===== src/rtl/assert_macros.svh =====
// Assertion helpers. The enclosing module must have clk_i and rst_ni.
`ifndef ASSERT_MACROS_SVH
`define ASSERT_MACROS_SVH

// Checks a property on every rising edge of clk_i outside reset.
`define RSDS_ASSERT(lbl, prop) \
  lbl: assert property (@(posedge clk_i) disable iff (!rst_ni) (prop)) \
    else $error("rsds assertion failed");

// Same check with a caller-supplied message.
`define RSDS_ASSERT_MSG(lbl, prop, msg) \
  lbl: assert property (@(posedge clk_i) disable iff (!rst_ni) (prop)) \
    else $error(msg);

`endif


===== src/rtl/rsds_pkg.sv =====
package rsds_pkg;

  localparam int unsigned PosW           = 6;
  localparam int unsigned CardW          = 8;
  localparam int unsigned GenW           = 32;
  localparam int unsigned DeckEntriesDef = 52;

  // Generator step: g = g * LcgMul + LcgAdd (mod 2^32).
  localparam logic [GenW-1:0] LcgMul = 32'd214013;
  localparam logic [GenW-1:0] LcgAdd = 32'd2531011;

  // The partner position comes from bits 30..16 of the new generator state.
  localparam int unsigned PartLo = 16;
  localparam int unsigned PartW  = 15;

  // Shared multiplier: 32-bit by 22-bit operands, 54-bit product.
  localparam int unsigned MulBW = 22;
  localparam int unsigned MulPW = GenW + MulBW;

  // Reciprocal scale for the modulo by the deck size.
  localparam int unsigned RecipShift = 22;

  typedef enum logic {
    OpLoad    = 1'b0,
    OpShuffle = 1'b1
  } op_e;

  typedef struct packed {
    op_e              operation;
    logic [PosW-1:0]  position;
    logic [CardW-1:0] card;
  } in_item_t;

  typedef struct packed {
    logic [CardW-1:0] card_out;
    logic [PosW-1:0]  position_out;
    logic             last;
  } out_item_t;

  typedef struct packed {
    logic             en;
    logic [GenW-1:0]  a;
    logic [MulBW-1:0] b;
    logic [GenW-1:0]  c;
  } mul_op_t;

  typedef struct packed {
    logic             we;
    logic [PosW-1:0]  waddr;
    logic [CardW-1:0] wdata;
    logic             re;
    logic [PosW-1:0]  raddr_a;
    logic [PosW-1:0]  raddr_b;
  } deck_req_t;

endpackage


===== src/rtl/rsds_mul.sv =====
module rsds_mul (
  input  logic                            clk_i,
  input  rsds_pkg::mul_op_t               op_i,
  output logic [rsds_pkg::MulPW-1:0]      prod_o
);
  import rsds_pkg::*;

  logic [MulPW-1:0] prod_d;
  logic [MulPW-1:0] prod_q;

  // One multiply-add per cycle; the result is held until the next enabled op.
  assign prod_d = MulPW'(op_i.a) * MulPW'(op_i.b) + MulPW'(op_i.c);

  always_ff @(posedge clk_i) begin
    if (op_i.en) begin
      prod_q <= prod_d;
    end
  end

  assign prod_o = prod_q;

endmodule


===== src/rtl/rsds_deck_mem.sv =====
module rsds_deck_mem #(
  parameter int unsigned DECK_ENTRIES = rsds_pkg::DeckEntriesDef
) (
  input  logic                        clk_i,
  input  rsds_pkg::deck_req_t         req_i,
  output logic [rsds_pkg::CardW-1:0]  rd_a_o,
  output logic [rsds_pkg::CardW-1:0]  rd_b_o
);
  import rsds_pkg::*;

  localparam int unsigned IdxW = $clog2(DECK_ENTRIES);

  logic [CardW-1:0] mem [DECK_ENTRIES];
  logic [CardW-1:0] rd_a_q;
  logic [CardW-1:0] rd_b_q;

  // One write port and two registered read ports.
  always_ff @(posedge clk_i) begin
    if (req_i.we) begin
      mem[req_i.waddr[IdxW-1:0]] <= req_i.wdata;
    end
    if (req_i.re) begin
      rd_a_q <= mem[req_i.raddr_a[IdxW-1:0]];
      rd_b_q <= mem[req_i.raddr_b[IdxW-1:0]];
    end
  end

  assign rd_a_o = rd_a_q;
  assign rd_b_o = rd_b_q;

endmodule


===== src/rtl/random_swap_deck_shuffler_unit.sv =====
// Load item: a card for a position inside the deck is written at the transfer; no result follows.
// Shuffle item: per deck position a generator step, reciprocal multiply, remainder
// multiply, two-port read and two writes, on one shared multiplier; then the cards
// are read out and emitted in position order. The next item is taken only once the
// last card is in the output register and the sequencer is back in idle.
// Reset (async, active low) clears the sequencer, output valid and generator state.
`include "assert_macros.svh"

module random_swap_deck_shuffler_unit #(
  parameter int unsigned DECK_ENTRIES = rsds_pkg::DeckEntriesDef
) (
  input  logic                          clk_i,
  input  logic                          rst_ni,
  // Seed register: a write also reloads the generator.
  input  logic                          cfg_we_i,
  input  logic [rsds_pkg::GenW-1:0]     cfg_wdata_i,
  // Input channel.
  input  logic                          in_valid_i,
  output logic                          in_stall_o,
  input  rsds_pkg::in_item_t            in_data_i,
  // Result channel.
  output logic                          out_valid_o,
  input  logic                          out_stall_i,
  output rsds_pkg::out_item_t           out_data_o
);
  import rsds_pkg::*;

  localparam int unsigned     IdxW    = $clog2(DECK_ENTRIES);
  localparam logic [IdxW-1:0] LastIdx = IdxW'(DECK_ENTRIES - 1);
  // ceil(2^22 / N) makes floor(x * RecipM / 2^22) the exact quotient for any
  // 15-bit x as long as N is between 2 and 64.
  localparam logic [MulBW-1:0] RecipM =
    MulBW'((2 ** RecipShift + DECK_ENTRIES - 1) / DECK_ENTRIES);

  // Sequencer states. One pass of StLcg..StWr2 handles one deck position;
  // StEmitRd/StEmitOut read the deck out, one card per pass.
  typedef enum logic [8:0] {
    StIdle    = 9'b000000001,
    StLcg     = 9'b000000010,
    StRecip   = 9'b000000100,
    StMod     = 9'b000001000,
    StRead    = 9'b000010000,
    StWr1     = 9'b000100000,
    StWr2     = 9'b001000000,
    StEmitRd  = 9'b010000000,
    StEmitOut = 9'b100000000
  } state_e;

  state_e            state_q, state_d;
  logic [IdxW-1:0]   idx_q, idx_d;
  logic [IdxW-1:0]   part_q, part_d;
  logic [PartW-1:0]  x_q, x_d;
  logic [GenW-1:0]   gen_q, gen_d;
  logic              out_valid_q, out_valid_d;
  out_item_t         out_q, out_d;

  mul_op_t           mul_op;
  logic [MulPW-1:0]  mul_prod;
  deck_req_t         deck_req;
  logic [CardW-1:0]  rd_a;
  logic [CardW-1:0]  rd_b;

  logic              in_xfer;
  logic              out_xfer;
  logic              out_free;
  logic [PartW-1:0]  remainder;
  logic              load_in_range;

  rsds_mul u_mul (
    .clk_i  (clk_i),
    .op_i   (mul_op),
    .prod_o (mul_prod)
  );

  rsds_deck_mem #(
    .DECK_ENTRIES (DECK_ENTRIES)
  ) u_deck_mem (
    .clk_i  (clk_i),
    .req_i  (deck_req),
    .rd_a_o (rd_a),
    .rd_b_o (rd_b)
  );

  // The block only takes an item while the sequencer is idle. The output
  // register decouples the last card from the next input transfer.
  assign in_stall_o = (state_q != StIdle);
  assign in_xfer    = in_valid_i && !in_stall_o;
  assign out_xfer   = out_valid_q && !out_stall_i;
  assign out_free   = !out_valid_q || !out_stall_i;

  // The quotient product q*N is in the multiplier during StRead, so the
  // remainder x - q*N is always below N and fits the index width.
  assign remainder = x_q - mul_prod[PartW-1:0];

  // Loads beyond the deck are dropped.
  assign load_in_range =
    ({1'b0, in_data_i.position} < (PosW + 1)'(DECK_ENTRIES));

  always_comb begin
    state_d     = state_q;
    idx_d       = idx_q;
    part_d      = part_q;
    x_d         = x_q;
    gen_d       = gen_q;
    out_valid_d = out_valid_q;
    out_d       = out_q;

    mul_op      = '0;
    deck_req    = '0;

    if (out_xfer) begin
      out_valid_d = 1'b0;
    end

    unique case (state_q)
      StIdle: begin
        if (in_xfer) begin
          if (in_data_i.operation == OpShuffle) begin
            idx_d   = '0;
            state_d = StLcg;
          end else if (load_in_range) begin
            deck_req.we    = 1'b1;
            deck_req.waddr = in_data_i.position;
            deck_req.wdata = in_data_i.card;
          end
        end
      end
      StLcg: begin
        // Step the generator on the shared multiplier.
        mul_op.en = 1'b1;
        mul_op.a  = gen_q;
        mul_op.b  = MulBW'(LcgMul);
        mul_op.c  = LcgAdd;
        state_d   = StRecip;
      end
      StRecip: begin
        // Keep the new state and scale its 15 random bits by 1/N.
        gen_d     = mul_prod[GenW-1:0];
        x_d       = mul_prod[PartLo +: PartW];
        mul_op.en = 1'b1;
        mul_op.a  = GenW'(mul_prod[PartLo +: PartW]);
        mul_op.b  = RecipM;
        state_d   = StMod;
      end
      StMod: begin
        // Multiply the quotient back by N.
        mul_op.en = 1'b1;
        mul_op.a  = GenW'(mul_prod[RecipShift +: PartW]);
        mul_op.b  = MulBW'(DECK_ENTRIES);
        state_d   = StRead;
      end
      StRead: begin
        part_d           = remainder[IdxW-1:0];
        deck_req.re      = 1'b1;
        deck_req.raddr_a = PosW'(idx_q);
        deck_req.raddr_b = PosW'(remainder[IdxW-1:0]);
        state_d          = StWr1;
      end
      StWr1: begin
        deck_req.we    = 1'b1;
        deck_req.waddr = PosW'(idx_q);
        deck_req.wdata = rd_b;
        state_d        = StWr2;
      end
      StWr2: begin
        // A self swap writes the same value twice and is harmless.
        deck_req.we    = 1'b1;
        deck_req.waddr = PosW'(part_q);
        deck_req.wdata = rd_a;
        if (idx_q == LastIdx) begin
          idx_d   = '0;
          state_d = StEmitRd;
        end else begin
          idx_d   = idx_q + 1'b1;
          state_d = StLcg;
        end
      end
      StEmitRd: begin
        deck_req.re      = 1'b1;
        deck_req.raddr_a = PosW'(idx_q);
        deck_req.raddr_b = PosW'(idx_q);
        state_d          = StEmitOut;
      end
      StEmitOut: begin
        // Wait here until the output register can take the card.
        if (out_free) begin
          out_valid_d        = 1'b1;
          out_d.card_out     = rd_a;
          out_d.position_out = PosW'(idx_q);
          out_d.last         = (idx_q == LastIdx);
          if (idx_q == LastIdx) begin
            idx_d   = '0;
            state_d = StIdle;
          end else begin
            idx_d   = idx_q + 1'b1;
            state_d = StEmitRd;
          end
        end
      end
      default: begin
        state_d = StIdle;
      end
    endcase
  end

  always_ff @(posedge clk_i or negedge rst_ni) begin
    if (!rst_ni) begin
      state_q     <= StIdle;
      idx_q       <= '0;
      gen_q       <= '0;
      out_valid_q <= 1'b0;
    end else begin
      state_q     <= state_d;
      idx_q       <= idx_d;
      out_valid_q <= out_valid_d;
      // A seed write reloads the generator; the user must issue it only while idle, as the block does not enforce this.
      if (cfg_we_i) begin
        gen_q <= cfg_wdata_i;
      end else begin
        gen_q <= gen_d;
      end
    end
  end

  always_ff @(posedge clk_i) begin
    part_q <= part_d;
    x_q    <= x_d;
    out_q  <= out_d;
  end

  assign out_valid_o = out_valid_q;
  assign out_data_o  = out_q;

  // A new result can only come from the emit state.
  `RSDS_ASSERT(a_out_from_emit, $rose(out_valid_q) |-> $past(state_q == StEmitOut))
  // The last flag marks the final deck position and nothing else.
  `RSDS_ASSERT_MSG(a_last_pos, (out_valid_q && out_q.last) |-> (out_q.position_out == PosW'(DECK_ENTRIES - 1)), "last flag on wrong position")
  // Every deck write lands inside the deck.
  `RSDS_ASSERT(a_write_in_deck, deck_req.we |-> ({1'b0, deck_req.waddr} < (PosW + 1)'(DECK_ENTRIES)))
  // The partner position from the modulo step is a valid deck position.
  `RSDS_ASSERT_MSG(a_partner_range, (state_q == StWr1) |-> ({1'b0, part_q} < (IdxW + 1)'(DECK_ENTRIES)), "partner position out of range")

endmodule


===== config.mk =====
export PLATFORM = sky130hd
export DESIGN_NAME = random_swap_deck_shuffler_unit
export DESIGN_NICKNAME = d
export VERILOG_FILES = /design/src/rtl/rsds_pkg.sv /design/src/rtl/rsds_mul.sv /design/src/rtl/rsds_deck_mem.sv /design/src/rtl/random_swap_deck_shuffler_unit.sv
export VERILOG_INCLUDE_DIRS = /design/src /design/src/rtl
export SDC_FILE = /design/constraint.sdc
export NUM_CORES = 2
export LEC_CHECK = 0
export ABC_CLOCK_PERIOD_IN_PS = 8200
export BUFFER_PORTS_ARGS = -buffer_cell sky130_fd_sc_hd__buf_2
export CORE_MARGIN = 5
export CORE_UTILIZATION = 59
export CTS_BUF_LIST = sky130_fd_sc_hd__clkbuf_16
export DETAILED_ROUTE_END_ITERATION = 10
export PLACE_DENSITY = 0.79
export SYNTH_ARGS = -nofsm -noshare
export SYNTH_HDL_FRONTEND = slang
export SYNTH_SLANG_ARGS = --single-unit

===== constraint.sdc =====
create_clock -name clk_i -period 8.2 [get_ports clk_i]
set_input_delay 1.64 -clock clk_i [delete_from_list [all_inputs] [get_ports clk_i]]
set_output_delay 1.64 -clock clk_i [all_outputs]
set_load 0.005 [all_outputs]

==> key figures <==
Worst setup path
  – CP peak stage delay: roughly 580 ps
  – Reg2reg end: u_mul.prod_o[36]
  – Critical path class: flip-flop to flip-flop
  – Crit-path most repeated cell: fa_1
  – Crit path max fanout: 7
  – Reg-to-Reg Start: state_q[4]
  – Signal arrival time at the worst endpoint: 8240 ps
  – R2R cell count: 29
  – Startpoint types: flip-flop
  – Req. time, crit path: 8570 ps
  – Register-to-Register Setup Slack: 330 ps
  – Slowest stage cell on the critical path: fa_1
  – Setup crit end kind: flip-flop

Logic synthesis
  – Area leader, netlist: edfxtp_1
  – Seq/Total Area, Yosys: 0.405
  – Predominant post-synthesis flop cell: edfxtp_1
  – Top-count cell post-synth: inv_1
  – Syn. warnings: 0
  – Yosys reg bits: 544
  – Syn_area_per_cell: 10.7 um^2
  – Post-synth top cells: 678 x inv_1, 573 x nand2_1, 496 x edfxtp_1
  – EDFF count, synth: 496
  – Top post-synthesis cells by area: edfxtp_1 38%, fa_1 17%, ha_1 7.2%
  – Synth async-reset ratio: 0.0882
  – Synth top area share: 0.375
  – Mapped cell area: roughly 0.040 mm^2
  – Syn Inst Count: 3708
  – Post-synth cell types: 81

Timing
  – Final setup margin: 329 ps
  – RSZ-0062 raised after global routing: yes
  – Endpoints failing hold: 0
  – Total negative setup slack: 0 ps
  – Max-slew violations: 0
  – Fmax: 127 MHz
  – Slew headroom: 0.0776
  – Clock Skews: between 40 and 50 ps
  – Final setup fails: 0
  – Hold slack: 438 ps
  – Worst-margin pin slew: about 1400 ps
  – Final min period: 7870 ps
  – Period utilization: 0.960

Hold path
  – Hold Path Class: flip-flop to flip-flop
  – Hold depth: 0
  – Worst Hold End: out_data_o[7]
  – Hold_sp: u_deck_mem.rd_a_o[0]

Floorplanning
  – Die Area: ~0.073 mm^2
  – Initial Util: 0.593
  – Die width: 269 um
  – IO Pins: 69
  – Core area: 0.0669 mm^2
  – Placement Rows: 95
  – Die Y-Extent: 269 um

Power
  – Sequential share of power: 0.270
  – Combinational cell fraction of total power: 0.525
  – Leak: 19.3 nW
  – Peak supply drop: 1380 uV
  – Clk pwr share: 0.205
  – PwrDens: 308 mW/mm^2
  – Int Power: roughly 7.8 mW
  – Net Sw Power: 5.50 mW
  – Total power draw: 13.3 mW
  – Sw Ratio: 0.412

Clock network
  – Clk_lat worst skew: ~660 ps
  – CTS tree: done
  – Max clock buf depth: 3
  – Clock Root Buffer: clkbuf_16
  – Cts-stage hold buffer count: 0
  – Worst-path clk slew: 70 ps
  – H-tree depth: 2
  – Clock Sinks: about 540
  – TritonCTS buffer count: 57

Placement
  – HPWL Detailed: 83200 um
  – DP Cell Count: about 4.6k
  – Post-place setup slack: -82.2 ps
  – Final RePlAce weighted congestion: 1.01
  – Number of port buffers: 68

Route
  – TritonRoute pass-1 iters: 6
  – Vias per Instance: 6.30
  – Final WL: ~120000 um
  – Initial DRC Count: 4472
  – Antenna violation net count after detailed routing: 0
  – DR DRC count: 0
  – Via count: 29.7k
  – DR WL/cell: 24.5 um

Cells and area
  – FF+latch area: about 0.016 mm^2
  – Fill count: 5005
  – Area of the multi-input gates: 0.0205 mm^2
  – Final Net Count: 4402
  – Area growth from synthesis to layout: 9.08%
  – Proportion of layout cells with a drive suffix above 1: 0.100
  – Finished Layout Cells: 4710

GRT
  – Vias in the first global route: roughly 30k
  – Initial antenna violation count: 5
  – Global-route usage over all layers: 0.314
  – Pin count of the biggest net entering global routing: 70
  – Grt ovf: 0
  – First-pass GRT wire length: ~180000 um

Flow run
  – MaxCap Viol Count: 0

Run status
  – Status: completed
-- flip-flops by register name, indices dropped and copies added, names as in the netlist --
name,flops
x_q,6
u_deck_mem.rd_a_o,8
u_mul.prod_o,37
part_q,6
out_valid_o,1
gen_q,32
idx_q,6
u_deck_mem.mem,416
state_q,9
u_deck_mem.rd_b_o,8
out_data_o,15
-- power by group through the flow --
stage	clock, mW	sequential, mW	combinational, mW
floorplan	0	3.55	4.78
global placement	0	3.65	6.75
detailed placement	0	3.65	6.88
CTS	2.74	3.59	6.97
global route	2.86	3.61	7.87
finish	2.74	3.60	7.00
-- logic make-up (layout without fill, tap and decap cells) --
group,count (synthesis),count (layout),share of synthesized area
flops,544,544,0.405
buf+inv,852,953,0.0848
fa+ha+maj,564,564,0.241
mux,144,144,0.0508
simple gates,996,996,0.112
compound gates,553,553,0.0931
other cells,1,29,0.0000945
xor+xnor,54,54,0.0124
-- metrics by stage --
step                       util  instance area [um^2]
after CTS                 0.646                 43200
after global routing      0.647                 43300
final                     0.647                 43300
after floorplan               -                 39800
after detailed placement  0.616                 41200
after global placement    0.616                 41200
-- area by class of cell --
| type | count | area share |
|---|---|---|
| Clock buffer | 57 | 0.0329 |
| Tap cell | 873 | 0.0252 |
| Sequential cell | 544 | 0.372 |
| Inverter | 679 | 0.0589 |
| Clock inverter | 51 | 0.0132 |
| Antenna cell | 2 | 0.000116 |
| Multi-Input combinational cell | 2338 | 0.473 |
| Timing Repair Buffer | 166 | 0.0248 |
-- critical path: cells and delay by family (launching register included) --
kind / cells / cell delay, ps
DFF: 1 / 400
AOI/OAI and AO/OA: 6 / 960
adders and majority gates: 8 / 3770
buffers and inverters: 8 / 980
and+or+nand+nor: 7 / 1480
-- worst max-delay path by stage --
stage,from,endpoint,cells after the start
after floorplan,state_q[4],u_mul.prod_o[36],30
after global placement,state_q[5],u_mul.prod_o[36],30
after detailed placement,state_q[5],u_mul.prod_o[36],30
after CTS,state_q[5],u_mul.prod_o[29],30
after global routing,state_q[4],u_mul.prod_o[36],27
final,state_q[4],u_mul.prod_o[36],29
-- routing by layer --
| metal | vias to the layer above | GRT usage | share of wire | wire [um] |
|---|---|---|---|---|
| met2 | 2068 | 0.499 | 0.46 | 52800 |
| met3 | 427 | 0.0682 | 0.12 | 14000 |
| met1 | 14400 | 0.417 | 0.36 | 41300 |
| met5 | - | 0 | 0.00036 | 41 |
| li1 | 12700 | - | - | - |
| met4 | 6 | 0.147 | 0.061 | 7010 |
-- cells in the final DEF, fill, tap and decap left out, types with 15 or more instances in the layout --
cell type | Yosys | final
inv_1 | 678 | 685
nand2_1 | 573 | 568
edfxtp_1 | 496 | 496
fa_1 | 334 | 334
ha_1 | 230 | 228
nor2_1 | 124 | 123
o21ai_0 | 110 | 108
a21oi_1 | 104 | 101
buf_4 | 13 | 98
nand3_1 | 90 | 90
buf_2 | 56 | 68
a31oi_1 | 63 | 63
mux2i_1 | 58 | 58
clkbuf_16 | 0 | 57
and3_1 | 49 | 49
mux2_2 | 46 | 46
dfrtp_1 | 47 | 45
and2_1 | 42 | 42
o22ai_1 | 42 | 42
xnor2_1 | 39 | 39
mux4_2 | 35 | 35
a311oi_1 | 33 | 33
a211oi_1 | 31 | 31
conb_1 | 1 | 27
a221oi_1 | 20 | 19
nor3_1 | 20 | 19
nand2b_1 | 16 | 16
o21a_1 | 16 | 16
a21o_1 | 15 | 15
or3_1 | 16 | 15
-- timing repair --
item	in CTS	in global routing
gates resized for setup	1	21
pin swaps	1	1
setup buffers	2	1
endpoints found under the setup margin	3	17
endpoints found under the hold margin	0	0
(Power assumes the default switching activity.)
